## src/design/b64u_pkg.sv

```systemverilog
// ---------------------------------------------------------------------------
// b64u_pkg
// Types, constants and alphabet functions of the base64url codec.
// ---------------------------------------------------------------------------
package b64u_pkg;

	localparam int QUEUE_DEPTH = 4;

	localparam logic DIR_ENCODE = 1'b0;
	localparam logic DIR_DECODE = 1'b1;

	// one group to be serialized by the back end
	typedef struct packed {
		logic [23:0] bits;
		logic [1:0]  last;  // index of the last word of the group
		logic        dir;
		logic        eom;
		logic        bad;
	} job_t;

	typedef struct packed {
		logic       ok;
		logic [5:0] six;
	} six_t;

	function automatic logic [7:0] six_to_char(input logic [5:0] six);
		logic [7:0] c;
		c = 8'h5F;
		if (six < 6'd26)
			c = 8'(8'h41 + {2'b00, six});
		else if (six < 6'd52)
			c = 8'(8'h61 + {2'b00, six} - 8'd26);
		else if (six < 6'd62)
			c = 8'(8'h30 + {2'b00, six} - 8'd52);
		else if (six == 6'd62)
			c = 8'h2D;
		return c;
	endfunction

	function automatic six_t char_to_six(input logic [7:0] c);
		six_t r;
		r.ok  = 1'b1;
		r.six = 6'd0;
		if (c inside {[8'h41:8'h5A]})
			r.six = 6'(c - 8'h41);
		else if (c inside {[8'h61:8'h7A]})
			r.six = 6'(c - 8'h61 + 8'd26);
		else if (c inside {[8'h30:8'h39]})
			r.six = 6'(c - 8'h30 + 8'd52);
		else if (c == 8'h2D)
			r.six = 6'd62;
		else if (c == 8'h5F)
			r.six = 6'd63;
		else
			r.ok = 1'b0;
		return r;
	endfunction

endpackage

```

## src/design/b64u_queue.sv

```systemverilog
// ---------------------------------------------------------------------------
// b64u_queue
// Small job queue between the front and back ends.
// ---------------------------------------------------------------------------
module b64u_queue #(
	parameter int DEPTH = b64u_pkg::QUEUE_DEPTH
) (
	input  logic           clk,
	input  logic           arst_n,
	input  logic           wr_en,
	input  b64u_pkg::job_t wr_data,
	input  logic           rd_en,
	output b64u_pkg::job_t rd_data,
	output logic           full,
	output logic           empty
);
	localparam int PTR_W = (DEPTH > 1) ? $clog2(DEPTH) : 1;
	localparam int CNT_W = $clog2(DEPTH + 1);

	b64u_pkg::job_t mem [DEPTH];
	logic [PTR_W-1:0] wr_ptr_q, rd_ptr_q;
	logic [CNT_W-1:0] cnt_q;
	logic do_wr, do_rd;

	assign full    = (cnt_q == CNT_W'(DEPTH));
	assign empty   = (cnt_q == '0);
	assign do_wr   = wr_en && !full;
	assign do_rd   = rd_en && !empty;
	assign rd_data = mem[rd_ptr_q];

	always_ff @(posedge clk) begin
		if (do_wr)
			mem[wr_ptr_q] <= wr_data;
	end

	always_ff @(posedge clk or negedge arst_n) begin
		if (!arst_n) begin
			wr_ptr_q <= '0;
			rd_ptr_q <= '0;
			cnt_q    <= '0;
		end else begin
			if (do_wr)
				wr_ptr_q <= (wr_ptr_q == PTR_W'(DEPTH - 1)) ? '0 : wr_ptr_q + 1'b1;
			if (do_rd)
				rd_ptr_q <= (rd_ptr_q == PTR_W'(DEPTH - 1)) ? '0 : rd_ptr_q + 1'b1;
			if (do_wr && !do_rd)
				cnt_q <= cnt_q + 1'b1;
			else if (do_rd && !do_wr)
				cnt_q <= cnt_q - 1'b1;
		end
	end
endmodule

```

## src/design/b64u_front.sv

```systemverilog
// ---------------------------------------------------------------------------
// b64u_front
// Accepts words, gathers groups, and posts finished groups as jobs.
// ---------------------------------------------------------------------------
module b64u_front (
	input  logic           clk,
	input  logic           arst_n,
	input  logic           cfg_wr,
	input  logic           cfg_dir,
	input  logic           take,
	input  logic [7:0]     symbol,
	input  logic           final_req,
	output logic           job_push,
	output b64u_pkg::job_t job
);
	logic        dir_q;
	logic [23:0] bits_q;
	logic [1:0]  fill_q;
	logic        err_q;

	logic [23:0]     nbits;
	logic            emit;
	logic            nerr;
	b64u_pkg::six_t  dec;

	always_comb begin
		dec      = b64u_pkg::char_to_six(symbol);
		nbits    = bits_q;
		emit     = 1'b0;
		nerr     = err_q;
		job.bits = '0;
		job.last = '0;
		job.dir  = dir_q;
		job.eom  = final_req;
		job.bad  = err_q;
		if (dir_q == b64u_pkg::DIR_ENCODE) begin
			case (fill_q)
				2'd0:    nbits = bits_q | {symbol, 16'h0000};
				2'd1:    nbits = bits_q | {8'h00, symbol, 8'h00};
				default: nbits = bits_q | {16'h0000, symbol};
			endcase
			emit     = (fill_q == 2'd2) || final_req;
			job.bits = nbits;
			// n words = fill+2 on a short group, four on a full one
			job.last = (fill_q == 2'd2) ? 2'd3 : 2'(fill_q + 2'd1);
		end else begin
			nerr = err_q | !dec.ok;
			case (fill_q)
				2'd0:    nbits = bits_q | {dec.six, 18'h0};
				2'd1:    nbits = bits_q | {6'h0, dec.six, 12'h0};
				2'd2:    nbits = bits_q | {12'h0, dec.six, 6'h0};
				default: nbits = bits_q | {18'h0, dec.six};
			endcase
			emit    = (fill_q == 2'd3) || final_req;
			job.bad = nerr;
			if (final_req && fill_q == 2'd0) begin
				// lone trailing character: one zero word flagged bad
				job.bits = '0;
				job.last = 2'd0;
				job.bad  = 1'b1;
			end else begin
				job.bits = nbits;
				job.last = (fill_q == 2'd3) ? 2'd2 : 2'(fill_q - 2'd1);
			end
		end
	end

	assign job_push = take && emit;

	always_ff @(posedge clk or negedge arst_n) begin
		if (!arst_n) begin
			dir_q  <= b64u_pkg::DIR_ENCODE;
			bits_q <= '0;
			fill_q <= '0;
			err_q  <= 1'b0;
		end else if (cfg_wr) begin
			dir_q  <= cfg_dir;
			bits_q <= '0;
			fill_q <= '0;
			err_q  <= 1'b0;
		end else if (take) begin
			err_q <= final_req ? 1'b0 : nerr;
			if (emit) begin
				bits_q <= '0;
				fill_q <= '0;
			end else begin
				bits_q <= nbits;
				fill_q <= fill_q + 2'd1;
			end
		end
	end
endmodule

```

## src/design/b64u_back.sv

```systemverilog
// ---------------------------------------------------------------------------
// b64u_back
// Serializes queued groups into one output word per cycle while the output is empty or popped.
// ---------------------------------------------------------------------------
module b64u_back (
	input  logic           clk,
	input  logic           arst_n,
	input  b64u_pkg::job_t job,
	input  logic           job_avail,
	output logic           job_pop,
	input  logic           pop,
	output logic           empty,
	output logic [7:0]     value,
	output logic           end_of_message,
	output logic           bad_input
);
	logic [1:0] idx_q;
	logic       out_vld_q;
	logic [7:0] value_q;
	logic       eom_q, bad_q;

	logic       adv, load, last_word;
	logic [5:0] six;
	logic [7:0] word;

	assign adv       = !out_vld_q || pop;
	assign load      = adv && job_avail;
	assign last_word = (idx_q == job.last);
	assign job_pop   = load && last_word;

	always_comb begin
		case (idx_q)
			2'd0:    six = job.bits[23:18];
			2'd1:    six = job.bits[17:12];
			2'd2:    six = job.bits[11:6];
			default: six = job.bits[5:0];
		endcase
		if (job.dir == b64u_pkg::DIR_ENCODE)
			word = b64u_pkg::six_to_char(six);
		else begin
			case (idx_q)
				2'd0:    word = job.bits[23:16];
				2'd1:    word = job.bits[15:8];
				default: word = job.bits[7:0];
			endcase
		end
	end

	always_ff @(posedge clk or negedge arst_n) begin
		if (!arst_n) begin
			idx_q     <= '0;
			out_vld_q <= 1'b0;
		end else if (adv) begin
			out_vld_q <= job_avail;
			if (load)
				idx_q <= last_word ? 2'd0 : idx_q + 2'd1;
		end
	end

	always_ff @(posedge clk) begin
		if (load) begin
			value_q <= word;
			eom_q   <= job.eom && last_word;
			bad_q   <= job.bad;
		end
	end

	assign empty          = !out_vld_q;
	assign value          = value_q;
	assign end_of_message = eom_q;
	assign bad_input      = bad_q;
endmodule

```

## src/design/base64url_stream_codec.sv

```systemverilog
// A word that completes a group is written to the job queue and then loaded into the output register.
// Throughput: one result word per cycle from the output register while pop is held; input one word
// per cycle while the job queue has room (in encode, each three-byte group yields four output words).
// Queue depth QUEUE_DEPTH groups sets how long input runs on while the output side stalls.
// Reset: arst_n clears direction to encode, the group state, the queue and the output valid state.
// ---------------------------------------------------------------------------
// base64url_stream_codec
// Streaming URL-safe base64 encoder/decoder without padding.
// ---------------------------------------------------------------------------
module base64url_stream_codec #(
	parameter int QUEUE_DEPTH = b64u_pkg::QUEUE_DEPTH
) (
	input  logic       clk,
	input  logic       arst_n,
	input  logic       push,
	output logic       full,
	input  logic [7:0] symbol,
	input  logic       final_req,
	output logic       empty,
	input  logic       pop,
	output logic [7:0] value,
	output logic       end_of_message,
	output logic       bad_input,
	input  logic       cfg_valid,
	output logic       cfg_ready,
	input  logic       cfg_data
);
	b64u_pkg::job_t f_job, q_job;
	logic f_push, q_empty, q_pop, take;

	// register writes must only arrive while idle; the block itself does not enforce it
	assign cfg_ready = 1'b1;
	assign take      = push && !full;

	b64u_front u_front (
		.clk       (clk),
		.arst_n    (arst_n),
		.cfg_wr    (cfg_valid && cfg_ready),
		.cfg_dir   (cfg_data),
		.take      (take),
		.symbol    (symbol),
		.final_req (final_req),
		.job_push  (f_push),
		.job       (f_job)
	);

	b64u_queue #(.DEPTH(QUEUE_DEPTH)) u_queue (
		.clk     (clk),
		.arst_n  (arst_n),
		.wr_en   (f_push),
		.wr_data (f_job),
		.rd_en   (q_pop),
		.rd_data (q_job),
		.full    (full),
		.empty   (q_empty)
	);

	b64u_back u_back (
		.clk            (clk),
		.arst_n         (arst_n),
		.job            (q_job),
		.job_avail      (!q_empty),
		.job_pop        (q_pop),
		.pop            (pop),
		.empty          (empty),
		.value          (value),
		.end_of_message (end_of_message),
		.bad_input      (bad_input)
	);
endmodule

```

## config.mk

```make
export PLATFORM = sky130hd
export DESIGN_NAME = base64url_stream_codec
export DESIGN_NICKNAME = d
export VERILOG_FILES = /design/src/design/b64u_pkg.sv /design/src/design/b64u_queue.sv /design/src/design/b64u_front.sv /design/src/design/b64u_back.sv /design/src/design/base64url_stream_codec.sv
export SDC_FILE = /design/constraint.sdc
export NUM_CORES = 1
export LEC_CHECK = 0
export ABC_AREA = 1
export BUFFER_PORTS_ARGS = -buffer_cell sky130_fd_sc_hd__buf_2
export CORE_MARGIN = 3
export CORE_UTILIZATION = 55
export DETAILED_ROUTE_END_ITERATION = 6
export PLACE_DENSITY = 0.75
export SLEW_MARGIN = 20
export SYNTH_ARGS = -nofsm -noshare
export SYNTH_HDL_FRONTEND = slang
export SYNTH_SLANG_ARGS = --single-unit
```

## constraint.sdc

```tcl
create_clock -name clk -period 2.95 [get_ports clk]
set_input_delay 0.4425 -clock clk [delete_from_list [all_inputs] [get_ports clk]]
set_output_delay 0.4425 -clock clk [all_outputs]
set_load 0.1 [all_outputs]
```

Yosys cells after proc, flatten, opt, wreduce, memory -nomap -nowiden
Memories as Yosys holds them, arrays and structs flattened.
Index checks and enable logic that the tools add are counted.
Widths: inputs -> output; s select.
{"block": "word_totals", "regBits": 48, "latchBits": 0, "mem_bits_rw": 116, "romBits": 0, "in_bits": 15, "output_inout_bits": 13, "wordCells": 133, "n_memories": 1}
{"block": "op_classes", "add_sub_neg": 17, "n_mul": 0, "n_div": 0, "order_cmp": 9, "eq_ne": 12, "n_shift": 0, "mux": 44, "bitwise_logic": 8, "n_reduce_logical": 30}
{"memory": "u_queue.mem", "words": 4, "width": 29, "rd": 1, "rd_ports_with_merged_regs": 0, "write_ports": 1, "line": "b64u_queue.sv:20", "rtl": "b64u_pkg::job_t mem [DEPTH];"}
{"operator": "$mux 24", "count": 4}
{"operator": "$pmux 24 s3", "count": 1}
{"operator": "$mux 26", "count": 2}
{"operator": "$or 24x24->24", "count": 2}
{"operator": "$pmux 24 s2", "count": 1}
{"operator": "$mux 8", "count": 4}
{"operator": "$mux 6", "count": 5}
{"operator": "$or 24x12->24", "count": 1}
{"operator": "$or 24x16->24", "count": 1}
{"operator": "$or 24x18->24", "count": 1}
{"operator": "$or 24x6->24", "count": 1}
{"operator": "$or 24x8->24", "count": 1}
{"operator": "$pmux 6 s3", "count": 1}
{"operator": "$add 7x6->8 const A", "count": 2}
{"operator": "$ge 8x7->1 const B", "count": 2}
{"operator": "$le 8x7->1 const B", "count": 2}
{"operator": "$mux 2", "count": 8}
{"operator": "$pmux 8 s2", "count": 1}
{"operator": "$mux 1", "count": 14}
{"operator": "$logic_and 1x1->1", "count": 13}
{"operator": "$lt 6x6->1 const B", "count": 2}
{"operator": "$sub 6x6->6 const B", "count": 2}
{"operator": "$eq 2x2->1 const B", "count": 5}
{"operator": "$add 2x1->2 const B", "count": 4}
{"operator": "other kinds (28)", "count": 40}

Depth between registers and ports, before layout
Gate-level depths: netlist of the first run.
{"block": "logic_depth", "depth_word": 12, "ltp_mapped": 22, "ltp_nobuf": 20}

Cells and area by module
From an unflattened synthesis of the first run, not the netlist that was laid out.
{"block": "hier_totals", "cells_unflattened": 1068, "area_unflattened_um2": 9375.2}
{"module": "b64u_queue", "n_inst": 1, "cells_per_inst": 399, "area_each_um2": 5144.9, "seq_area_each_um2": 3658.5}
{"module": "b64u_front", "n_inst": 1, "cells_per_inst": 490, "area_each_um2": 2926.6, "seq_area_each_um2": 700.7}
{"module": "b64u_back", "n_inst": 1, "cells_per_inst": 174, "area_each_um2": 1278.7, "seq_area_each_um2": 375.4}
{"module": "base64url_stream_codec", "n_inst": 1, "cells_per_inst": 5, "area_each_um2": 25.0, "seq_area_each_um2": 0.0}

Worst setup path before layout of the first run
OpenSTA, ideal clock, no wires.
{"block": "synth_path", "path_type": "reg2reg", "from": "register u_front.fill_q[0]", "to": "memory u_queue.mem[0][0] in the netlist's numbering (enable)", "setup_ns": 0.415, "t_arrival_ns": 2.564, "required_ns": 2.535, "setup_slack_ns": -0.029, "stages_incl_launch_ff": 9, "n_path_buf": 1, "period_less_slack_ns": 2.979, "path_cell_list": "dfrtp_1 -> ha_1 -> clkbuf_1 -> nand2_1 -> nand2_1 -> nor2_1 -> nor2_1 -> inv_1 -> nor2_1"}
{"block": "synth_via", "elab_chain_len": 7, "elab_cells_between_ends": 9, "classes_between": "2 x eq/ne; 3 x mux; 4 x reduce/logical"}
{"item": "start: declaration", "line": "b64u_front.sv:18", "rtl": "logic [1:0] fill_q;"}
{"item": "start signal: assignment", "line": "b64u_front.sv:88", "rtl": "fill_q <= fill_q + 2'd1;"}
{"item": "$eq 2x2->1 (on tied branches)", "line": "b64u_front.sv:42, b64u_front.sv:54"}
{"item": "$logic_or 1x1->1 (on tied branches)", "line": "b64u_front.sv:42, b64u_front.sv:54"}
{"item": "$mux 1 (*)", "line": "b64u_front.sv:36", "rtl": "if (dir_q == b64u_pkg::DIR_ENCODE) begin"}
{"item": "$logic_and 1x1->1 (*)", "line": "b64u_front.sv:68", "rtl": "assign job_push = take && emit;"}
{"item": "$logic_and 1x1->1 (*)", "line": "b64u_queue.sv:27", "rtl": "assign do_wr = wr_en && !full;"}
{"item": "net u_queue.do_wr", "line": "b64u_queue.sv:23", "rtl": "logic do_wr, do_rd;"}
{"item": "$mux 1 (*)", "line": "b64u_queue.sv:32", "rtl": "if (do_wr)"}
{"item": "$mux 1 (not written as such) (*)", "line": "b64u_queue.sv:33", "rtl": "mem[wr_ptr_q] <= wr_data;"}
{"item": "end: declaration", "line": "b64u_queue.sv:20"}
Mark *: on every way through the listed nets, which the timed path passes. The rest lies on a longest branch.

Worst setup path after layout of the first run
{"block": "layout_path", "from": "register u_queue.rd_ptr_q[0]", "to": "register u_queue.cnt_q[1]"}
{"block": "layout_via", "elab_chain_len": 7, "elab_cells_between_ends": 9, "classes_between": "1 x eq/ne; 1 x mux; 6 x reduce/logical; 1 x memory"}
{"item": "start: declaration", "line": "b64u_queue.sv:21", "rtl": "logic [PTR_W-1:0] wr_ptr_q, rd_ptr_q;"}
{"item": "start signal: assignment", "line": "b64u_queue.sv:45", "rtl": "rd_ptr_q <= (rd_ptr_q == PTR_W'(DEPTH - 1)) ? '0 : rd_ptr_q + 1'b1;"}
{"item": "$mem_v2 4x29 (*)"}
{"item": "$eq 2x2->1 (*)", "line": "b64u_back.sv:28", "rtl": "assign last_word = (idx_q == job.last);"}
{"item": "$logic_and 1x1->1 (*)", "line": "b64u_back.sv:29", "rtl": "assign job_pop = load && last_word;"}
{"item": "$logic_and 1x1->1 (*)", "line": "b64u_queue.sv:28", "rtl": "assign do_rd = rd_en && !empty;"}
{"item": "$logic_not 1->1", "line": "b64u_queue.sv:46", "rtl": "if (do_wr && !do_rd)"}
{"item": "$logic_and 1x1->1", "line": "b64u_queue.sv:46"}
{"item": "$mux 3 or $reduce_bool 2->1 (tied branches)"}
{"item": "end signal: assignment", "line": "b64u_queue.sv:47", "rtl": "cnt_q <= cnt_q + 1'b1;"}
{"item": "end signal: assignment", "line": "b64u_queue.sv:49", "rtl": "cnt_q <= cnt_q - 1'b1;"}
{"item": "end: declaration", "line": "b64u_queue.sv:22", "rtl": "logic [CNT_W-1:0] cnt_q;"}
Mark *: on every way between the ends. The rest lies on a longest branch, timed or not.
A chain may end at the register's enable or synchronous reset.

==> results of run 1 <==
==> cell usage in the layout (no fill, tap or decap), types with 4 or more instances in the layout <==
| master | synthesis | final |
|---|---|---|
| o21bai_1 | 5 | 5 |
| nor2_2 | 6 | 10 |
| nand3_1 | 77 | 77 |
| a21oi_1 | 30 | 30 |
| o211ai_1 | 7 | 7 |
| clkbuf_16 | 0 | 18 |
| buf_4 | 5 | 43 |
| o21ai_0 | 85 | 85 |
| ha_1 | 32 | 27 |
| ha_2 | 0 | 4 |
| xor2_1 | 9 | 9 |
| inv_2 | 9 | 9 |
| nand4_1 | 10 | 10 |
| o22ai_1 | 16 | 16 |
| and2_1 | 4 | 4 |
| o22a_1 | 4 | 4 |
| edfxtp_1 | 126 | 126 |
| nand2_1 | 257 | 256 |
| buf_12 | 0 | 7 |
| buf_2 | 8 | 26 |
| inv_1 | 136 | 136 |
| dfrtp_1 | 38 | 37 |
| nand2_2 | 5 | 6 |
| o21ai_1 | 22 | 22 |
| nor2_1 | 84 | 80 |
==> power by group through the flow <==
stage | clock network [mW] | logic, mW | registers [mW]
2_1_floorplan | 0 | 3.57 | 3.62
3_3_place_gp | 0 | 5.25 | 3.11
3_5_place_dp | 0 | 5.34 | 3.13
4_1_cts | 2.23 | 5.37 | 3.08
5_1_grt | 2.33 | 6.13 | 3.12
6_report | 2.20 | 5.56 | 3.09
==> stage by stage <==
stage	power (mW)	instances	setup slack (ns)	utilization, %	TNS, ns
after CTS	10.7	1325	0.113	64.2	0
after global routing	11.6	1327	0.00708	64.6	0
after floorplan	7.19	1041	-0.0288	-	-3.34
after global placement	8.36	1294	0.106	60.5	0
final	10.9	1327	0.210	64.6	0
after detailed placement	8.46	1294	0.0454	60.5	0
==> per-layer routing <==
metal	up-vias	GRT usage [%]	share of wire, %
li1	3554	-	-
met1	3462	35.6	43
met5	-	0	0
met3	48	3.91	6.6
met4	0	9.67	2.5
met2	293	42.5	48
==> flip-flops by register name (all words and copies together) (netlist names) <==
register and flops:
u_front.err_q 1, u_front.dir_q 1, u_front.fill_q 2, u_queue.cnt_q 3, u_back.out_vld_q 1, u_queue.rd_ptr_q 2
u_back.bad_input 1, u_queue.mem 116, u_back.idx_q 2, u_queue.wr_ptr_q 2, u_back.value 8, u_front.bits_q 24
u_back.end_of_message 1
==> logic make-up after synthesis <==
logic type                 Yosys count
AOI/OAI and AO/OA                  187
xor gates and xnor gates            12
adders and majority gates           33
buffers and inverters              185
DFF                                164
muxes                                1
other                                1
and+or+nand+nor                    458
==> timing repair <==
action	CTS	global route
hold endpoints to repair	0	0
endpoints found under the setup margin	0	8
hold buffers	0	0
gates resized for setup	0	12
setup buffers	0	1
==> final cells by class <==
cell class | instances | area [sq um]
Tap cell | 216 | 270
Clock inverter | 13 | 158
Multi-Input combinational cell | 692 | 3610
Fill cell | 1303 | 5680
Clock buffer | 18 | 429
Inverter | 147 | 559
Sequential cell | 164 | 4740
Timing Repair Buffer | 77 | 618
==> final timing paths <==
path                                              endpoint  slack, ns
setup / recovery              u_queue.cnt_q[1]$_DFFE_PN0P_       0.21
min in group clk              u_back.out_vld_q$_DFFE_PN0N_       0.22
hold reg to reg             u_front.bits_q[15]$_DFFE_PN0P_       0.49
setup reg to reg              u_queue.cnt_q[1]$_DFFE_PN0P_       0.21
hold / removal                u_back.out_vld_q$_DFFE_PN0N_       0.16
max in group asynchronous  u_queue.rd_ptr_q[0]$_DFFE_PN0P_       2.16
==> results.yml, run 1 <==
clocking:
  clock-root-buffer: "clkbuf_16"
  htreeDepth: 4
  cts_tree: "done"
  clockBufferDepth: 2
  path_clk_slew_ns: 0.06
  clk_latency_ns: 0.42
  cts.sinks: 164
  cts_inserted_buffers: 17
logic_synthesis:
  synth.distinct_cells: 53
  synth_cells: 1041
  postSynth.asyncResetShare_pct: 23.2
  post-synth-top-count-cell: "nand2_1"
  synthAdderAreaFrac_pct: 4.61
  synthXorXnorAreaFrac_pct: 1.15
  synth_area_leaders: "edfxtp_1 (41%), nand2_1 (11%), dfrtp_1 (10%)"
  yosys-top-cells-count: "nand2_1 (257), inv_1 (136), edfxtp_1 (126)"
  yosys_register_bits: 164
  synth.avg_cell_area_sq_um: 8.77
  ys_warn_count: 0
  yosys.area.top_type: "edfxtp_1"
  syn_nets: 1089
  synth_mux_area_share_pct: 0.123
  synth_top_family_by_area: "simple AND/OR/NAND/NOR gates"
  synth_enable_flop_cells: 126
  ys_seq_area_share_pct: 51.9
  ys.flop_type: "edfxtp_1"
  synth_top_area_share_pct: 41.5
  syn-cell-area_sq_um: 9130
  synth_compound_area_share_pct: 12.0
  yosys.area_share.simple_pct: 21.3
global_route:
  grt_pass1_vias: 7134
  grt_antenna_before_repair: 0
  grt_max_degree: 39
  grt_use_total_pct: 26.0
  grt.overflow.total: 0
  grt_pass1_wl_um: 36900
critical_path:
  timing.rr.start: "u_queue.rd_ptr_q[0]$_DFFE_PN0P_"
  cp_cell_sequence: "inv_8 -> buf_4 -> nor2_1 -> o22ai_1 -> xor2_1 -> nand2_1 -> nor2_2 -> inv_1 -> ha_1 -> inv_1 -> fa_1 -> mux2_2"
  startpoint_type: "flip-flop"
  crit_slowest_cell: "dfrtp_2"
  worstSetupPathDepth: 12
  endpoint_kind: "flip-flop"
  cpLargestDelayFamily: "adder cells"
  max_stage_delay_ns: 0.49
  worst_ep_required_time_ns: 3.25
  criticalPathCategory: "flip-flop to flip-flop"
  path_common_cell: "inv_1"
  worstPathMaxFanout: 28
  critPathBufInv: 4
  crit_arrival_ns: 3.04
  r2r_cells: 12
  cp-startpoint: "u_queue.rd_ptr_q[0]$_DFFE_PN0P_"
routing:
  viasPerCell: 5.54
  drt-pass1-iter-count: 5
  post-route-drc-count: 0
  wl_per_cell_um: 17.1
  vias: 7357
  first_iter_violations: 775
  wl_um: 22700
  ant_nets: 0
hold_path:
  hold_path.class: "input pin to async pin"
power:
  p_sw_mw: 4.82
  ir_drop_mv: 0.804
  intPower_mw: 6.03
  p_per_area_nw_per_um2: 1050
  pwr-share-seq_pct: 28.5
  clkPwrFrac_pct: 20.3
  p_leak_nw: 4.48
  netSwitchingFraction_pct: 44.4
  p_comb_share_pct: 51.2
timing:
  drv_slew: 0
  fin_skew_ns: 0.00793
  max-slew-margin-rel_pct: 39.1
  period_minus_slack_ns: 2.74
  hold_viol_final: 0
  worst_hold_slack_ns: 0.155
  rsz0062_at_grt: "false"
  max_freq_mhz: 365
  tightest_slew_ns: 0.914
  fin_crit_sh_pct: 92.9
  setup_violations: 0
floorplanning:
  dieArea_sq_um: 18200
  die_w_um: 135
  core-area_sq_um: 16100
  dieHeight_um: 135
  rows: 46
  io_pins: 28
  start_util_pct: 56.8
outcome:
  outcome: "finished clean"
placed_design:
  globalplace.congestion: 0.951
  dp.final_hpwl_um: 15900
  placed_area_sq_um: 9720
  port_buffers: 26
cells_and_area:
  fin_nets: 1147
  fin_area_sq_um: 10400
  drive_gt1_share_pct: 13.9
  antennaDiodeCount: 0
  syn2layout_area_growth_pct: 13.8
job:
  max_cap_viol_count: 0
No activity file was read; power rests on OpenSTA's default activity.
==> run 2, diff against run 1 <==
--- a/config.mk
+++ b/config.mk
@@ -11,7 +11,7 @@
 export CORE_UTILIZATION = 55
 export DETAILED_ROUTE_END_ITERATION = 6
 export PLACE_DENSITY = 0.75
-export SLEW_MARGIN = 20
+export RECOVER_POWER = 100
 export SYNTH_ARGS = -nofsm -noshare
 export SYNTH_HDL_FRONTEND = slang
 export SYNTH_SLANG_ARGS = --single-unit
==> run 2 against run 1 <==
Compared with the run above: the run now ends with capacitance limit, slew limit left; hold slack better by 0.064 ns; wire length up 0.11%; critical endpoint unchanged; critical path depth unchanged; via count down 0.37%; fmax rose by 0.55%; clock skew is essentially flat; sequential cell count unchanged; register-to-register slack gained 0.02 ns; clock-buffer cell count did not move; utilization decreased by 0.65 points.
==> results.yml, run 2 (same netlist as run 1, synthesis figures left out) <==
floorplanning:
  rows: 46
  io_pins: 28
  die_w_um: 135
  dieHeight_um: 135
  dieArea_sq_um: 18200
  start_util_pct: 56.8
  core-area_sq_um: 16100
cells_and_area:
  top_register: "u_queue.mem"
  drive_gt1_share_pct: 11.6
  largest_reg_flops: 116
  final_common_cell: "nand2_1"
  final_cells: 1327
  antennaDiodeCount: 0
  fin_nets: 1147
  mostFrequentLayoutCells: "nand2_1 (257), inv_1 (137), edfxtp_1 (126), o21ai_0 (89), nor2_1 (81)"
  syn2layout_area_growth_pct: 12.6
timing:
  setup-tns-final_ns: 0
  max-slew-margin-rel_pct: -44.9
  max_freq_mhz: 367
  tightest_slew_ns: 2.17
  fin_skew_ns: 0.00747
  hold_viol_final: 0
  period_minus_slack_ns: 2.73
  rsz0062_at_grt: "false"
  fin_crit_sh_pct: 92.4
  setup_violations: 0
  drv_slew: 39
routing:
  wl_um: 22800
  drt-pass1-iter-count: 5
  ant_nets: 0
  vias: 7330
  wl_per_cell_um: 17.2
  first_iter_violations: 734
  post-route-drc-count: 0
  viasPerCell: 5.52
power:
  p_leak_nw: 4.39
  p_per_area_nw_per_um2: 1050
  ir_drop_mv: 0.765
  power.total_mw: 10.8
outcome:
  violations: "capacitance limit, slew limit"
  outcome: "complete, but fails checks"
global_route:
  grt_pass1_wl_um: 36900
  grt.overflow.total: 0
  grt_use_total_pct: 26.0
  grt_max_degree: 39
  grt_pass1_vias: 7134
  grt_antenna_before_repair: 0
hold_path:
  hold_path.class: "input pin to flip-flop"
clocking:
  cts.sinks: 164
  htreeDepth: 4
  path_clk_slew_ns: 0.06
  clockBufferDepth: 2
  clk_latency_ns: 0.42
  clock-root-buffer: "clkbuf_16"
  cts_hold_buffers: 0
  cts_inserted_buffers: 17
  cts_tree: "done"
placed_design:
  port_buffers: 26
  dp.cells: 1294
  dp.final_hpwl_um: 15900
  globalplace.congestion: 0.951
critical_path:
  endpoint_kind: "flip-flop"
  startpoint_type: "flip-flop"
  crit_arrival_ns: 3.03
  worstPathMaxFanout: 28
  criticalPathCategory: "flip-flop to flip-flop"
  worst_ep_required_time_ns: 3.25
job:
  max_cap_viol_count: 1
==> run 2: path summary, 6_finish.rpt <==
check | cells past startpoint | endpoint | startpoint | slack, ns
worst max-delay path | 12 | u_queue.cnt_q[1]$_DFFE_PN0P_ | u_queue.rd_ptr_q[0]$_DFFE_PN0P_ | 0.22
worst min-delay path | 2 | u_back.out_vld_q$_DFFE_PN0N_ | pop | 0.22
worst max register to register | 12 | u_queue.cnt_q[1]$_DFFE_PN0P_ | u_queue.rd_ptr_q[0]$_DFFE_PN0P_ | 0.22
worst min register to register | 2 | u_front.bits_q[15]$_DFFE_PN0P_ | u_front.bits_q[15]$_DFFE_PN0P_ | 0.49
max in group asynchronous | 1 | u_queue.rd_ptr_q[0]$_DFFE_PN0P_ | arst_n | 0.89
min in group asynchronous | 1 | u_queue.wr_ptr_q[0]$_DFFE_PN0P_ | arst_n | 0.65
==> run 2: routing by layer <==
metal | global-route usage (%) | up-vias | share of wire (%)
met4 | 9.67 | 0 | 2.5
met2 | 42.5 | 274 | 49
met3 | 3.91 | 46 | 6.1
met5 | 0 | - | 0
li1 | - | 3556 | -
met1 | 35.6 | 3454 | 43
==> run 2: power by group <==
group / total [mW] / switching (mW) / leakage (nW) / internal [mW]
clock network: 2.21 / 0.882 / 0.280 / 1.32
registers: 3.10 / 0.140 / 1.68 / 2.96
logic: 5.49 / 3.80 / 2.43 / 1.70
==> run 2: worst max-delay path, stage by stage, from the launching register on <==
cell and delay [ns]:
dfrtp_2 0.49, inv_8 0.18, buf_4 0.18, nor2_1 0.04, o22ai_1 0.18, xor2_1 0.16, nand2_1 0.12, nor2_2 0.19
inv_1 0.07, ha_1 0.20, inv_1 0.10, fa_1 0.42, mux2_2 0.27
==> run 2: repair_timing <==
action                                  4_1_cts  5_1_grt
resized for setup                             0       12
setup buffers                                 0        1
endpoints found under the setup margin        0        8
==> run 2: final cells by class <==
type / count / area, sq um
well taps: 216 / 270
repair buffers: 77 / 524
clock buffers: 18 / 429
inverters: 147 / 559
fillers: 1329 / 5780
multi-input cells: 692 / 3600
flip-flops and latches: 164 / 4740
clock inverters: 13 / 158
==> run 2: stage by stage <==
step	hold slack [ns]	area (sq um)	setup slack [ns]	util, %
5_1_grt	0.209	10300	0.00708	64.0
3_3_place_gp	0.464	9720	0.106	60.5
2_1_floorplan	0.147	9130	-0.0288	-
3_5_place_dp	0.465	9720	0.0454	60.5
6_report	0.220	10300	0.225	64.0
4_1_cts	0.178	10300	0.113	64.2
